### src/sv/rsc_pkg.sv
`timescale 1ns / 1ps
// ----------------------------------------------------------------------------
// Radar sweep controller package
// Shared widths, command codes, sweep direction type, segment encoding and
// constant divide-by-ten helper.
// ----------------------------------------------------------------------------
package rsc_pkg;

  localparam int CMD_W   = 8;
  localparam int DIST_W  = 12;
  localparam int STEP_W  = 5;
  localparam int ANGLE_W = 8;
  localparam int SPEED_W = 4;
  localparam int SERVO_W = 12;
  localparam int DELAY_W = 17;

  localparam logic [CMD_W-1:0] CHAR_0  = 8'h30;
  localparam logic [CMD_W-1:0] CHAR_9  = 8'h39;
  localparam logic [CMD_W-1:0] CHAR_LA = 8'h61;
  localparam logic [CMD_W-1:0] CHAR_LZ = 8'h7A;
  localparam logic [CMD_W-1:0] CHAR_UA = 8'h41;
  localparam logic [CMD_W-1:0] CHAR_UZ = 8'h5A;

  localparam logic [ANGLE_W-1:0] ANGLE_LIMIT  = 8'd180;
  localparam logic [STEP_W-1:0]  STEP_RESET   = 5'd5;
  localparam logic [SPEED_W-1:0] SPEED_RESET  = 4'd1;
  localparam logic [DIST_W-1:0]  DIST_MAX     = 12'd999;
  localparam logic [DELAY_W-1:0] DELAY_BASE   = 17'd110000;
  localparam logic [DELAY_W-1:0] DELAY_STEP   = 17'd5000;
  localparam logic [DELAY_W-1:0] DELAY_MIN    = 17'd65000;

  typedef enum logic [2:0] {
    DIR_STOP = 3'b001,
    DIR_UP   = 3'b010,
    DIR_DOWN = 3'b100
  } dir_t;

  typedef struct packed {
    logic [ANGLE_W-1:0] angle;
    logic [SPEED_W-1:0] speed;
  } sweep_view_t;

  typedef struct packed {
    logic [31:0] low;
    logic [15:0] high;
    logic        update;
  } disp_t;

  function automatic logic [7:0] seg_of(input logic [3:0] digit);
    logic [7:0] code;
    case (digit)
      4'd0:    code = 8'h3F;
      4'd1:    code = 8'h06;
      4'd2:    code = 8'h5B;
      4'd3:    code = 8'h4F;
      4'd4:    code = 8'h66;
      4'd5:    code = 8'h6D;
      4'd6:    code = 8'h7D;
      4'd7:    code = 8'h07;
      4'd8:    code = 8'h7F;
      4'd9:    code = 8'h6F;
      default: code = 8'h00;
    endcase
    return code;
  endfunction

  // exact for x below 1029
  function automatic logic [6:0] div10(input logic [9:0] x);
    logic [17:0] prod;
    prod = 18'(x) * 18'd205;
    return prod[17:11];
  endfunction

  function automatic logic [3:0] mod10(input logic [9:0] x, input logic [6:0] q);
    logic [9:0] qt;
    qt = 10'(q) * 10'd10;
    return 4'(x - qt);
  endfunction

endpackage

### src/sv/rsc_in_if.sv
`timescale 1ns / 1ps
// ----------------------------------------------------------------------------
// Sweep step input channel
// Valid/ready channel carrying the command byte and distance sample.
// ----------------------------------------------------------------------------
interface rsc_in_if;
  import rsc_pkg::*;

  logic               valid;
  logic               ready;
  logic [CMD_W-1:0]   command_char;
  logic [DIST_W-1:0]  distance_cm;

  modport source (output valid, command_char, distance_cm, input ready);
  modport sink   (input valid, command_char, distance_cm, output ready);
endinterface

### src/sv/rsc_out_if.sv
`timescale 1ns / 1ps
// ----------------------------------------------------------------------------
// Sweep result output channel
// Valid/ready channel carrying servo pulse, display words and step delay.
// ----------------------------------------------------------------------------
interface rsc_out_if;
  import rsc_pkg::*;

  logic               valid;
  logic               ready;
  logic [SERVO_W-1:0] servo_pulse;
  logic [31:0]        display_low;
  logic [15:0]        display_high;
  logic               display_update;
  logic [DELAY_W-1:0] sweep_delay_us;

  modport source (output valid, servo_pulse, display_low, display_high, display_update,
                  sweep_delay_us, input ready);
  modport sink   (input valid, servo_pulse, display_low, display_high, display_update,
                  sweep_delay_us, output ready);
endinterface

### src/sv/rsc_cfg_if.sv
`timescale 1ns / 1ps
// ----------------------------------------------------------------------------
// Configuration write channel
// Valid/ready channel carrying the step size register write data.
// ----------------------------------------------------------------------------
interface rsc_cfg_if;
  import rsc_pkg::*;

  logic              valid;
  logic              ready;
  logic [STEP_W-1:0] data;

  modport source (output valid, data, input ready);
  modport sink   (input valid, data, output ready);
endinterface

### src/sv/rsc_core.sv
`timescale 1ns / 1ps
// ----------------------------------------------------------------------------
// Sweep core
// Command decode, bound and speed registers, step size register and the
// bouncing angle update.
// ----------------------------------------------------------------------------
module rsc_core (
  input  logic                       clk,
  input  logic                       rst,
  input  logic                       advance,
  input  logic [rsc_pkg::CMD_W-1:0]  cmd,
  input  logic                       cfg_we,
  input  logic [rsc_pkg::STEP_W-1:0] cfg_data,
  output rsc_pkg::sweep_view_t       view
);
  import rsc_pkg::*;

  logic [ANGLE_W-1:0] angle, angle_next;
  dir_t               dir, dir_next;
  logic [ANGLE_W-1:0] lower, lower_next;
  logic [ANGLE_W-1:0] upper, upper_next;
  logic [SPEED_W-1:0] speed, speed_next;
  logic [STEP_W-1:0]  step_size;
  logic [ANGLE_W-1:0] letter_val;
  logic [ANGLE_W:0]   sum;
  logic [ANGLE_W-1:0] step_ext;

  always_comb begin
    speed_next = speed;
    lower_next = lower;
    upper_next = upper;
    letter_val = '0;
    if (cmd >= CHAR_0 && cmd <= CHAR_9) begin
      speed_next = SPEED_W'(cmd - CHAR_0);
    end else if (cmd >= CHAR_LA && cmd <= CHAR_LZ) begin
      letter_val = ANGLE_W'((cmd - CHAR_LA) * 8'd10);
      lower_next = letter_val;
    end else if (cmd >= CHAR_UA && cmd <= CHAR_UZ) begin
      letter_val = ANGLE_W'((cmd - CHAR_UA) * 8'd10);
      upper_next = (letter_val > ANGLE_LIMIT) ? ANGLE_LIMIT : letter_val;
    end
  end

  always_comb begin
    dir_next = dir;
    if (angle >= upper_next) begin
      dir_next = DIR_DOWN;
    end else if (angle <= lower_next) begin
      dir_next = DIR_UP;
    end
    step_ext = ANGLE_W'(step_size);
    sum = {1'b0, angle} + {1'b0, step_ext};
    case (dir_next)
      DIR_UP:   angle_next = sum[ANGLE_W] ? {ANGLE_W{1'b1}} : sum[ANGLE_W-1:0];
      DIR_DOWN: angle_next = (angle >= step_ext) ? (angle - step_ext) : '0;
      default:  angle_next = angle;
    endcase
  end

  always_ff @(posedge clk) begin
    if (rst) begin
      angle     <= '0;
      dir       <= DIR_STOP;
      lower     <= '0;
      upper     <= ANGLE_LIMIT;
      speed     <= SPEED_RESET;
      step_size <= STEP_RESET;
    end else begin
      if (cfg_we) begin
        step_size <= cfg_data;
      end
      if (advance) begin
        angle <= angle_next;
        dir   <= dir_next;
        lower <= lower_next;
        upper <= upper_next;
        speed <= speed_next;
      end
    end
  end

  assign view.angle = angle;
  assign view.speed = speed_next;
endmodule

### src/sv/rsc_display.sv
`timescale 1ns / 1ps
// ----------------------------------------------------------------------------
// Seven-segment formatter
// Splits distance and angle into decimal digits and packs segment bytes.
// ----------------------------------------------------------------------------
module rsc_display (
  input  logic [rsc_pkg::DIST_W-1:0]  distance,
  input  logic [rsc_pkg::ANGLE_W-1:0] angle,
  output rsc_pkg::disp_t              disp
);
  import rsc_pkg::*;

  logic [9:0] d;
  logic [9:0] a;
  logic [6:0] d_q1, a_q1;
  logic [6:0] d_q2, a_q2;
  logic [3:0] d_units, d_tens, a_units, a_tens;

  always_comb begin
    d       = distance[9:0];
    a       = 10'(angle);
    d_q1    = div10(d);
    d_units = mod10(d, d_q1);
    d_q2    = div10(10'(d_q1));
    d_tens  = mod10(10'(d_q1), d_q2);
    a_q1    = div10(a);
    a_units = mod10(a, a_q1);
    a_q2    = div10(10'(a_q1));
    a_tens  = mod10(10'(a_q1), a_q2);
    if (distance <= DIST_MAX) begin
      disp.low    = {seg_of(a_units), seg_of(d_q2[3:0]), seg_of(d_tens), seg_of(d_units)};
      disp.high   = {seg_of(a_q2[3:0]), seg_of(a_tens)};
      disp.update = 1'b1;
    end else begin
      disp.low    = '0;
      disp.high   = '0;
      disp.update = 1'b0;
    end
  end
endmodule

### src/sv/radar_sweep_controller.sv
`timescale 1ns / 1ps
// ----------------------------------------------------------------------------
// Radar sweep controller
// One sweep step per input word: decode the command byte, report servo
// pulse, segment words and step delay, then bounce the angle.
// ----------------------------------------------------------------------------
// Takes one word per clock unless a held result stalls the output; returns one
// result word per input word: the input register holds the step, then decode,
// digit split and angle update run in one pass into the result register,
// which lets the next word enter while a result waits to be taken. The user
// must write step size via cfg while the block is idle; the block does not check.
module radar_sweep_controller (
  input  logic       clk,
  input  logic       rst,
  rsc_in_if.sink     sweep_in,
  rsc_out_if.source  sweep_out,
  rsc_cfg_if.sink    cfg
);
  import rsc_pkg::*;

  logic               stage_valid;
  logic [CMD_W-1:0]   stage_cmd;
  logic [DIST_W-1:0]  stage_dist;
  logic               advance;
  sweep_view_t        view;
  disp_t              disp;
  logic [SERVO_W-1:0] servo;
  logic [DELAY_W-1:0] delay;

  assign advance        = stage_valid && (!sweep_out.valid || sweep_out.ready);
  assign sweep_in.ready = !stage_valid || advance;
  assign cfg.ready      = 1'b1;

  always_ff @(posedge clk) begin
    if (rst) begin
      stage_valid <= 1'b0;
    end else if (sweep_in.ready) begin
      stage_valid <= sweep_in.valid;
    end
  end

  always_ff @(posedge clk) begin
    if (sweep_in.valid && sweep_in.ready) begin
      stage_cmd  <= sweep_in.command_char;
      stage_dist <= sweep_in.distance_cm;
    end
  end

  rsc_core u_core (
    .clk      (clk),
    .rst      (rst),
    .advance  (advance),
    .cmd      (stage_cmd),
    .cfg_we   (cfg.valid && cfg.ready),
    .cfg_data (cfg.data),
    .view     (view)
  );

  rsc_display u_display (
    .distance (stage_dist),
    .angle    (view.angle),
    .disp     (disp)
  );

  assign servo = SERVO_W'(view.angle) * 12'd10;
  assign delay = DELAY_BASE - DELAY_STEP * DELAY_W'(view.speed);

  always_ff @(posedge clk) begin
    if (rst) begin
      sweep_out.valid <= 1'b0;
    end else if (advance) begin
      sweep_out.valid <= 1'b1;
    end else if (sweep_out.ready) begin
      sweep_out.valid <= 1'b0;
    end
  end

  always_ff @(posedge clk) begin
    if (advance) begin
      sweep_out.servo_pulse    <= servo;
      sweep_out.display_low    <= disp.low;
      sweep_out.display_high   <= disp.high;
      sweep_out.display_update <= disp.update;
      sweep_out.sweep_delay_us <= delay;
    end
  end

  a_blank_display: assert property (@(posedge clk) disable iff (rst)
    sweep_out.valid && !sweep_out.display_update |->
      sweep_out.display_low == '0 && sweep_out.display_high == '0)
    else $error("blank display word carries segment data");

  a_delay_range: assert property (@(posedge clk) disable iff (rst)
    sweep_out.valid |->
      sweep_out.sweep_delay_us >= DELAY_MIN && sweep_out.sweep_delay_us <= DELAY_BASE)
    else $error("step delay out of range");

  a_stage_hold: assert property (@(posedge clk) disable iff (rst)
    stage_valid && !advance |=> stage_valid)
    else $error("stalled step word dropped");

  a_result_drain: assert property (@(posedge clk) disable iff (rst)
    sweep_out.valid && sweep_out.ready && !advance |=> !sweep_out.valid)
    else $error("taken result word repeated");
endmodule
### src/flat_wrapper.sv
// flat-port wrapper written by rule: the top's interface ports become plain ports
module radar_sweep_controller_flat import rsc_pkg::*;
  (clk, rst, sweep_in_valid, sweep_in_command_char, sweep_in_distance_cm, sweep_in_ready, sweep_out_valid, sweep_out_servo_pulse, sweep_out_display_low, sweep_out_display_high, sweep_out_display_update, sweep_out_sweep_delay_us, sweep_out_ready, cfg_valid, cfg_data, cfg_ready);
  rsc_in_if sweep_in_i ();
  rsc_out_if sweep_out_i ();
  rsc_cfg_if cfg_i ();
  input  logic clk;
  input  logic rst;
  input wire logic [$bits(sweep_in_i.valid)-1:0] sweep_in_valid;
  input wire logic [$bits(sweep_in_i.command_char)-1:0] sweep_in_command_char;
  input wire logic [$bits(sweep_in_i.distance_cm)-1:0] sweep_in_distance_cm;
  output wire logic [$bits(sweep_in_i.ready)-1:0] sweep_in_ready;
  output wire logic [$bits(sweep_out_i.valid)-1:0] sweep_out_valid;
  output wire logic [$bits(sweep_out_i.servo_pulse)-1:0] sweep_out_servo_pulse;
  output wire logic [$bits(sweep_out_i.display_low)-1:0] sweep_out_display_low;
  output wire logic [$bits(sweep_out_i.display_high)-1:0] sweep_out_display_high;
  output wire logic [$bits(sweep_out_i.display_update)-1:0] sweep_out_display_update;
  output wire logic [$bits(sweep_out_i.sweep_delay_us)-1:0] sweep_out_sweep_delay_us;
  input wire logic [$bits(sweep_out_i.ready)-1:0] sweep_out_ready;
  input wire logic [$bits(cfg_i.valid)-1:0] cfg_valid;
  input wire logic [$bits(cfg_i.data)-1:0] cfg_data;
  output wire logic [$bits(cfg_i.ready)-1:0] cfg_ready;
  assign sweep_in_i.valid = sweep_in_valid;
  assign sweep_in_i.command_char = sweep_in_command_char;
  assign sweep_in_i.distance_cm = sweep_in_distance_cm;
  assign sweep_in_ready = sweep_in_i.ready;
  assign sweep_out_valid = sweep_out_i.valid;
  assign sweep_out_servo_pulse = sweep_out_i.servo_pulse;
  assign sweep_out_display_low = sweep_out_i.display_low;
  assign sweep_out_display_high = sweep_out_i.display_high;
  assign sweep_out_display_update = sweep_out_i.display_update;
  assign sweep_out_sweep_delay_us = sweep_out_i.sweep_delay_us;
  assign sweep_out_i.ready = sweep_out_ready;
  assign cfg_i.valid = cfg_valid;
  assign cfg_i.data = cfg_data;
  assign cfg_ready = cfg_i.ready;
  radar_sweep_controller u_core (.clk(clk), .rst(rst), .sweep_in(sweep_in_i), .sweep_out(sweep_out_i), .cfg(cfg_i));
endmodule
### config.mk
export PLATFORM = sky130hd
export DESIGN_NAME = radar_sweep_controller_flat
export DESIGN_NICKNAME = d
export VERILOG_FILES = /design/src/sv/rsc_pkg.sv /design/src/sv/rsc_in_if.sv /design/src/sv/rsc_out_if.sv /design/src/sv/rsc_cfg_if.sv /design/src/sv/rsc_core.sv /design/src/sv/rsc_display.sv /design/src/sv/radar_sweep_controller.sv /design/src/flat_wrapper.sv
export SDC_FILE = /design/constraint.sdc
export NUM_CORES = 1
export LEC_CHECK = 0
export BUFFER_PORTS_ARGS = -buffer_cell sky130_fd_sc_hd__buf_2
export CORE_ASPECT_RATIO = 1.2
export CORE_MARGIN = 3
export CORE_UTILIZATION = 45
export DETAILED_ROUTE_END_ITERATION = 10
export GPL_TIMING_DRIVEN = 0
export PLACE_DENSITY = 0.75
export SYNTH_ARGS = -nofsm -noshare
export SYNTH_HDL_FRONTEND = slang
export SYNTH_SLANG_ARGS = --single-unit
### constraint.sdc
create_clock -name clk -period 12.54 [get_ports clk]
set_clock_uncertainty 0.1 [all_clocks]
set_input_delay 2.508 -clock clk [delete_from_list [all_inputs] [get_ports clk]]
set_output_delay 2.508 -clock clk [all_outputs]
set_load 0.02 [all_outputs]
==> results.toml <==
[clock_network]
post-cts-setup-buffers = 0
cts.sinks = 125
cts_buffer_depth = 2
cts_resized = 0
cts_tree = "yes"
clk_latency_ns = 0.44
ctsHoldBuffers = 0
htreeDepth = 4
clockRootBuffer = "clkbuf_16"
cts.clk_slew.worst_paths_ns = 0.06
cts-buffers-inserted = 17

[worst_setup_path]
crit_type = "reg2reg"
worstPathMaxFanout = 7
crit_buf_inv = 7
slowest_stage = "xor2_1"
startpoint_type = "flop"
crit_path_frequent_cell = "inv_1"
required_ns = 12.59
arrival_ns = 9.39
cp-end-kind = "flop"
crit_family = "adder cells"
cpPeakStageDelay_ns = 0.58

[routing]
drtPass1Iterations = 4
wl_per_cell_um = 15.61
viasPerCell = 5.322
vias = 8579
drc = 0
wl_um = 25170
ant_nets = 0
initialDrtViolationCount = 386

[timing]
relSlewSlack_pct = 17.24
timing.fmax_mhz = 107.1
finalHoldViolations = 0
drv_slew = 0
tightest_slew_ns = 1.241
layout_min_cycle_time_ns = 9.338
rsz0062_at_grt = "no"
setup_viol = 0
period_share_pct = 74.47
tns_ns = 0

[floorplanning]
dieArea_um2 = 27820
die_height_um = 182.1
start_util_pct = 46.40
fp-row-count = 63
coreArea_um2 = 25070
die_w_um = 152.8
num_io_pins = 111

[yosys]
synth_top_family_by_area = "adder cells"
synth_compound_area_share_pct = 12.56
synth_fa_ha_area_share_pct = 34.72
synthCells = 1147
postSynthAreaPerCell_um2 = 10.14
ys_seq_area_share_pct = 29.00
async_flop_share_pct = 0
synth_edf_count = 87
muxShareOfSynthArea_pct = 2.281
synth_top_area_share_pct = 26.46
syn_area_um2 = 11630
synthXorXnorAreaFrac_pct = 6.024
synthDistinctLibCells = 74
synth.area.top_cells = "ha_1, edfxtp_1, fa_1, dfxtp_1, inv_1"
ys.flop_type = "edfxtp_1"
ys_ff_latch = 125
yosysWarnings = 0
synth_top_area_cell = "ha_1"
synthSimpleGateAreaFrac_pct = 8.853

[job]
maxCapViolCount = 0

[place]
dp_hpwl_um = 19850
numPortBuffers = 98
gp_congestion = 0.8990

[grt]
grt_pass1_vias = 8907
grt_use_met1_pct = 21.02
track_usage_pct = 18.48
grt_pass1_wl_um = 42360
overflow = 0
grt_util_met2_pct = 34.42
grt-busiest-layer = "met2"
grt_use_met3_pct = 3.012
antenna_found_initial = 0
grt_max_degree = 56

[min_path]
hp-class = "reg2reg"

[cells_and_area]
final_common_cell = "ha_1"
layout-drive-gt1-share_pct = 12.74
diodes = 0
area_delta_synth_final_pct = 13.34
layout_common_cells = "ha_1, inv_1, buf_2"
nets = 1598

[outcome]
status = "finished, final reports clean"
[per-stage QoR]
step / util, % / worst slack [ns] / instances / hold WS, ns / cell area (um^2)
finish: 52.59 / 3.202 / 1612 / 0.3772 / 13180
global route: 52.59 / 2.610 / 1612 / 0.4055 / 13180
CTS: 52.59 / 3.169 / 1612 / 0.3764 / 13180
detailed placement: 50.23 / 3.205 / 1580 / 0.3675 / 12590
global placement: 50.11 / 3.355 / 1579 / 0.3600 / 12560
floorplan: - / 4.129 / 1156 / 0.3408 / 11660
[synth_stat cells (8+ instances only)]
library cell,instances
nand2_1,48
o21a_1,8
xor2_1,20
inv_1,154
ha_1,246
fa_1,48
a21o_1,23
nor3_1,8
o21bai_1,9
o21ai_0,33
edfxtp_1,87
nand3_1,17
clkbuf_1,17
a21oi_1,77
nand2b_1,9
a211oi_1,10
mux2i_1,24
xnor2_1,48
nor2_1,77
dfxtp_1,38
nor2b_1,14
buf_4,12
[final timing paths]
path | startpoint | to | slack (ns) | cells after the start
worst min-delay path | u_core.u_core.lower[0] | u_core.u_core.lower[0] | 0.38 | 1
worst min register to register | u_core.u_core.lower[0] | u_core.u_core.lower[0] | 0.38 | 1
worst max-delay path | u_core.stage_dist[3] | u_core.sweep_out.display_low[11] | 3.20 | 33
worst max register to register | u_core.stage_dist[3] | u_core.sweep_out.display_low[11] | 3.20 | 33
[metal layers]
layer | part of all wire [%] | vias up | wire length [um]
met5 | 0 | - | 0
met4 | 2.6 | 0 | 665
met3 | 3.8 | 50 | 953
met2 | 53 | 183 | 13450
met1 | 40 | 4110 | 10100
li1 | - | 4236 | -
[area by class of cell]
type | count | area [um^2]
Buffer | 34 | 172.7
Clock buffer | 20 | 500.5
Clock inverter | 12 | 91.34
Fill cell | 2222 | 11880
Inverter | 155 | 583.1
Multi-Input combinational cell | 842 | 7537
Sequential cell | 125 | 3373
Tap cell | 325 | 406.6
Timing Repair Buffer | 99 | 518.0
[cells by family after synthesis]
logic type,after synthesis
adders and majority gates,294
AOI/OAI and AO/OA,223
and+or+nand+nor,215
buffers and inverters,189
DFF,125
xor gates and xnor gates,73
muxes,26
other,2
[state kept, by name, summed over array words and instances, names as in the netlist]
name                             cells
u_core.sweep_out.display_low        28
u_core.sweep_out.sweep_delay_us     14
u_core.sweep_out.display_high       13
u_core.stage_dist                   12
u_core.sweep_out.servo_pulse        11
u_core.stage_cmd                     8
u_core.u_core.angle                  8
u_core.u_core.lower                  8
u_core.u_core.upper                  8
u_core.u_core.step_size              5
u_core.u_core.speed                  4
u_core.u_core.dir                    3
u_core.stage_valid                   1
u_core.sweep_out.display_update      1
u_core.sweep_out.valid               1
Power is not shown: default switching activity piles up to over one toggle a cycle in this logic, so the estimate is an artifact.
